[src/hw/rtl/gif_lzw_decoder_defines.svh]
// ----------------------------------------------------------------------------
// gif_lzw_decoder_defines.svh
// Assertion macros shared by the LZW decoder RTL.
// ----------------------------------------------------------------------------
`ifndef GIF_LZW_DECODER_DEFINES_SVH
`define GIF_LZW_DECODER_DEFINES_SVH

// same-cycle implication, sampled on clk, off during reset
`define GLZW_ASSERT_IMP(lbl, ante, cons, msg) \
  lbl: assert property (@(posedge clk) disable iff (!rst_n) (ante) |-> (cons)) \
    else $error(msg);

// next-cycle implication
`define GLZW_ASSERT_NXT(lbl, ante, cons, msg) \
  lbl: assert property (@(posedge clk) disable iff (!rst_n) (ante) |=> (cons)) \
    else $error(msg);

`endif

[src/hw/rtl/glzw_pkg.sv]
// ----------------------------------------------------------------------------
// glzw_pkg
// Constants, command/status types and helpers for the GIF LZW decoder.
// ----------------------------------------------------------------------------
package glzw_pkg;

  localparam int MAX_CODE_BITS = 12;
  localparam int TABLE_ENTRIES = 4096;
  localparam int TBL_AW        = 12;
  localparam int CODE_W        = 13;
  localparam logic [CODE_W-1:0] NO_CODE = 13'h1FFF;
  localparam int BUF_W         = 20;
  localparam int BCNT_W        = 5;
  localparam int NCNT_W        = 6;
  localparam logic [NCNT_W-1:0] MAX_PIX = 6'd63;
  localparam int CFG_IDX_W     = 2;
  localparam int CFG_DATA_W    = 16;

  localparam logic [CFG_IDX_W-1:0] CFG_MIN_CODE   = 2'd0;
  localparam logic [CFG_IDX_W-1:0] CFG_LINE_WIDTH = 2'd1;

  localparam logic [1:0] ST_PIXEL  = 2'd0;
  localparam logic [1:0] ST_DONE   = 2'd1;
  localparam logic [1:0] ST_BROKEN = 2'd2;

  typedef struct packed {
    logic byte_in;
    logic take_code;
    logic walk_rd;
    logic walk_dt;
    logic walk_end;
    logic pop_rd;
    logic pop_emit;
    logic stat_emit;
    logic flush;
  } cmd_t;

  typedef struct packed {
    logic image_done;
    logic pop_ok;
    logic stop;
    logic code_clear;
    logic code_end;
    logic code_bad;
    logic walk_term;
    logic emit_ok;
    logic out_free;
    logic hold_valid;
    logic pend_nz;
  } sts_t;

  // clamp minimum code size to 1..8
  function automatic logic [3:0] eff_min(input logic [3:0] raw);
    logic [3:0] m;
    begin
      m = raw;
      if (m < 4'd1) m = 4'd1;
      if (m > 4'd8) m = 4'd8;
      return m;
    end
  endfunction

endpackage

[src/hw/rtl/glzw_ctrl.sv]
// ----------------------------------------------------------------------------
// glzw_ctrl
// Sequencer: byte intake, code decode loop, chain walk, pixel pops, results.
// ----------------------------------------------------------------------------
module glzw_ctrl (
  input  logic          clk,
  input  logic          rst_n,
  input  logic          in_valid,
  output logic          in_stall,
  input  glzw_pkg::sts_t sts,
  output glzw_pkg::cmd_t cmd
);
  import glzw_pkg::*;

  localparam logic [3:0] S_IDLE  = 4'd0;
  localparam logic [3:0] S_LOOP  = 4'd1;
  localparam logic [3:0] S_WRD   = 4'd2;
  localparam logic [3:0] S_WDT   = 4'd3;
  localparam logic [3:0] S_WEND  = 4'd4;
  localparam logic [3:0] S_PRD   = 4'd5;
  localparam logic [3:0] S_PEM   = 4'd6;
  localparam logic [3:0] S_FIN   = 4'd7;
  localparam logic [3:0] S_FLUSH = 4'd8;

  logic [3:0] state_r, state_nxt;

  assign in_stall = (state_r != S_IDLE);

  always_comb begin
    state_nxt = state_r;
    cmd       = '0;
    case (state_r)
      S_IDLE: begin
        if (in_valid) begin
          cmd.byte_in = 1'b1;
          if (!sts.image_done) state_nxt = S_LOOP;
        end
      end
      S_LOOP: begin
        if (sts.pop_ok) state_nxt = S_PRD;
        else if (sts.stop) state_nxt = S_FIN;
        else begin
          cmd.take_code = 1'b1;
          if (sts.code_clear) state_nxt = S_LOOP;
          else if (sts.code_end || sts.code_bad) state_nxt = S_FIN;
          else state_nxt = S_WRD;
        end
      end
      S_WRD: begin
        cmd.walk_rd = 1'b1;
        state_nxt = sts.walk_term ? S_WEND : S_WDT;
      end
      S_WDT: begin
        cmd.walk_dt = 1'b1;
        state_nxt = S_WRD;
      end
      S_WEND: begin
        cmd.walk_end = 1'b1;
        state_nxt = S_LOOP;
      end
      S_PRD: begin
        cmd.pop_rd = 1'b1;
        state_nxt = S_PEM;
      end
      S_PEM: begin
        if (sts.emit_ok) begin
          cmd.pop_emit = 1'b1;
          state_nxt = S_LOOP;
        end
      end
      S_FIN: begin
        if (!sts.pend_nz) state_nxt = S_FLUSH;
        else if (sts.emit_ok) begin
          cmd.stat_emit = 1'b1;
          state_nxt = S_FLUSH;
        end
      end
      S_FLUSH: begin
        if (!sts.hold_valid) state_nxt = S_IDLE;
        else if (sts.out_free) begin
          cmd.flush = 1'b1;
          state_nxt = S_IDLE;
        end
      end
      default: state_nxt = S_IDLE;
    endcase
  end

  always_ff @(posedge clk) begin
    if (!rst_n) state_r <= S_IDLE;
    else state_r <= state_nxt;
  end

endmodule

[config.mk]
export PLATFORM = sky130hd
export DESIGN_NAME = glzw_ctrl
export DESIGN_NICKNAME = d
export VERILOG_FILES = /design/src/hw/rtl/gif_lzw_decoder_defines.svh /design/src/hw/rtl/glzw_pkg.sv /design/src/hw/rtl/glzw_ctrl.sv
export SDC_FILE = /design/constraint.sdc
export NUM_CORES = 1
export LEC_CHECK = 0
export ABC_AREA = 0
export ABC_CLOCK_PERIOD_IN_PS = 1500
export BUFFER_PORTS_ARGS = -buffer_cell sky130_fd_sc_hd__buf_4
export CAP_MARGIN = 0
export CORE_AREA = 2 2 39 41
export CTS_CLUSTER_SIZE = 12
export DETAILED_ROUTE_END_ITERATION = 10
export DIE_AREA = 0 0 41 43
export GPL_ROUTABILITY_DRIVEN = 1
export HOLD_SLACK_MARGIN = 0.12
export PLACE_DENSITY = 0.71
export SLEW_MARGIN = 20
export SYNTH_ARGS = -nofsm -noshare
export SYNTH_HDL_FRONTEND = slang
export SYNTH_SLANG_ARGS = --single-unit
[constraint.sdc]
create_clock -name clk -period 1.5 [get_ports clk]
set_input_delay 0.075 -clock clk [delete_from_list [all_inputs] [get_ports clk]]
set_output_delay 0.075 -clock clk [all_outputs]
set_load 0.02 [all_outputs]
==> qor.yml <==
logic_synthesis:
  synthCells: 56
  synthDistinctLibCells: 28
  synth_nets: 70
  synth-edff-count: 0
  ys_ff_latch: 4
  netlist_area_um2: 425.4
  syn_area_per_cell_um2: 7.597
  yosysWarnings: 0
  async_flop_share_pct: 0
  yosysSeqAreaShare_pct: 18.82
  synthFlopType: "dfxtp_1"
sta:
  setup_violations: 0
  hold_viol: 0
  rsz0062_at_grt: "no"
  worst_pin_slew_ns: 0.3843
  fmax_mhz: 717.4
  period_minus_slack_ns: 1.394
  relSlewSlack_pct: 74.04
  slew_viol_final: 0
  finalSetupTns_ns: 0
  period_share_pct: 92.92
  skew_ns: 0.004010
power:
  p_leak_nw: 0.3030
  ir_drop_uv: 212.8
  power_density_nw_per_um2: 577.6
worst_hold_path:
  hold-path-endpoint: "state_r[3]$_SDFFE_PN0P_"
  hold_class: "in -> reg"
  worstHoldStart: "sts[2]"
  min_delay_path_depth: 4
placed_design:
  dp_hpwl_um: 964.1
  io_buffers: 23
  routabilityCongestion: 0.8441
  place_inst: 94
setup_path:
  rr_worst_depth: 4
  end_kind: "output port"
  worst_setup_path_start_kind: "register"
  rrSetupSlack_ns: 0.15
  cp_max_fo: 9
  crit_type: "reg -> out"
  crit_arrival_ns: 1.32
  crit_required_ns: 1.42
  r2r-start: "state_r[1]$_SDFFE_PN0P_"
  regToRegEndpoint: "state_r[0]$_SDFFE_PN0P_"
drt:
  viasPerCell: 5.202
  wirelength_um: 1171
  drc: 0
  wire_per_inst_um: 11.83
  ant_nets: 0
  drt-pass1-iter-count: 2
  vias: 515
  drt_iter0_markers: 8
finish:
  area_growth_pct: 57.94
  nFillCells: 148
  largest-register: "state_r"
  final_cells: 99
  largest_register_ffs: 4
  largestRegisters: "state_r x4"
  n_antenna_cell: 0
  post_route_cells_drive_above_1_share_pct: 43.37
  nets: 99
floorplan:
  pin_count: 24
  initial_core_util_pct: 30.74
  die_w_um: 41
  dieArea_um2: 1763
  core-area_um2: 1384
  fp-row-count: 14
  fp.dieH_um: 43
grt:
  overflow: 0
  grt_pass1_wl_um: 1918
  grt_max_degree: 12
  grtUsageTotal_pct: 15.76
  grt_pass1_vias: 511
  antenna_found_initial: 0
cts:
  clk_pin_slew_ns: 0.04
  clk_path_buf_depth: 2
  cts_setup_buffers: 0
  cts_sinks: 4
  cts_buffers: 3
  cts_tree: "built"
  h-tree-depth: 1
  cts_root_buffer: "clkbuf_4"
  clock_latency_ns: 0.23
flow_run:
  cap_viol_max_count: 0
outcome:
  outcome: "complete, no violations"
cells in the mapped netlist (all sizes together), types with 2 or more instances:
| cell | count | share of area, % |
|---|---|---|
| a21oi | 2 | 2.4 |
| buf | 4 | 7.9 |
| dfxtp | 4 | 19 |
| nor3 | 6 | 7.1 |
| inv | 4 | 3.5 |
| nor2b | 2 | 2.9 |
| nor2 | 6 | 5.3 |
| a31oi | 2 | 2.9 |
| nand2 | 3 | 4.4 |
| o21ai | 2 | 2.4 |
| nand3 | 2 | 2.4 |
| a2111oi | 2 | 8.8 |
| nand2b | 5 | 7.4 |
cell usage in the layout, fill, tap and decap left out:
cell	synthesis	layout
o41ai_1	1	1
clkbuf_4	0	3
a21oi_1	2	2
nand2_4	1	1
dfxtp_1	4	2
nor4_2	0	1
nor2b_1	2	2
or4_1	1	1
a2111oi_1	1	1
nand3_1	2	2
nor3_2	0	1
o21a_1	1	1
mux2i_1	1	1
a2111oi_4	1	1
nor4b_4	0	1
a32o_1	1	1
nand2_1	2	2
o31ai_1	1	1
buf_4	3	26
inv_1	4	4
nor3_1	6	5
o21ai_1	2	2
and4_1	1	1
dfxtp_2	0	2
nor2_1	6	6
nand2b_1	5	5
dlygate4sd3_1	0	2
a31oi_1	2	2
and3_1	1	1
o21bai_1	1	1
or3_1	1	1
power by group:
part           switching (W)  total [W]  internal, W  leakage [nW]
clock network      0.0000402   0.000129    0.0000893        0.0138
logic              0.0000650   0.000132    0.0000665         0.256
registers          0.0000143   0.000127     0.000113        0.0334
worst max path at each step:
stage	startpoint	endpoint	slack (ns)	cells after the start
finish	state_r[1]$_SDFFE_PN0P_	cmd[6]	0.11	3
global route	state_r[2]$_SDFFE_PN0P_	cmd[7]	0.02	5
CTS	state_r[3]$_SDFFE_PN0P_	cmd[7]	0.02	5
detailed placement	state_r[0]$_SDFFE_PN0P_	state_r[3]$_SDFFE_PN0P_	0.1	3
global placement	state_r[0]$_SDFFE_PN0P_	state_r[0]$_SDFFE_PN0P_	0.18	3
floorplan	state_r[1]$_SDFFE_PN0P_	cmd[8]	0.08	4
final cells by class:
cell class              instances  area, µm²  area share (%)
repair buffers                 28      215.2           32.03
clock buffers                   3      22.52           3.352
flip-flops and latches          4      82.58           12.29
multi-input cells              44      316.6           47.11
well taps                      16      20.02           2.980
inverters                       4      15.01           2.235
critical path, stage by stage (launching register included):
cell and delay (ns):
dfxtp_1 0.41, buf_4 0.20, nor4b_4 0.27, buf_4 0.20
kinds of logic (layout without fill, tap and decap cells):
| kind of cell | Yosys count | count (layout) | share of synthesized area (%) |
|---|---|---|---|
| and+or+nand+nor | 30 | 30 | 41.18 |
| AOI/OAI and AO/OA | 13 | 13 | 26.18 |
| buffers and inverters | 8 | 35 | 11.47 |
| DFF | 4 | 4 | 18.82 |
| muxes | 1 | 1 | 2.353 |
per-stage QoR:
step | hold slack (ns) | util (%) | worst slack (ns) | cell area, µm² | power, W
after global routing | 0.1735 | 48.55 | 0.02435 | 671.9 | 0.0004175
final | 0.1500 | 48.55 | 0.1062 | 671.9 | 0.0003881
after CTS | 0.1594 | 47.29 | 0.01725 | 654.4 | 0.0003897
after global placement | 0.3438 | 43.85 | 0.1806 | 606.8 | 0.0002481
after detailed placement | 0.3570 | 43.85 | 0.09764 | 606.8 | 0.0002500
after floorplan | 0.2076 | - | 0.07554 | 425.4 | 0.0001943
metal layers:
metal | up-vias | track usage, % | share of wire (%)
met4 | 0 | 8.000 | 0
li1 | 260 | - | -
met1 | 243 | 18.01 | 40
met3 | 0 | 1.571 | 4.0
met5 | - | 0 | 0
met2 | 12 | 26.88 | 56
repair_timing:
action	in CTS	in global routing
hold buffers	2	0
gates resized for setup	1	4
endpoints found under the hold margin	2	0
endpoints found under the setup margin	2	8
(Power assumes the default switching activity.)
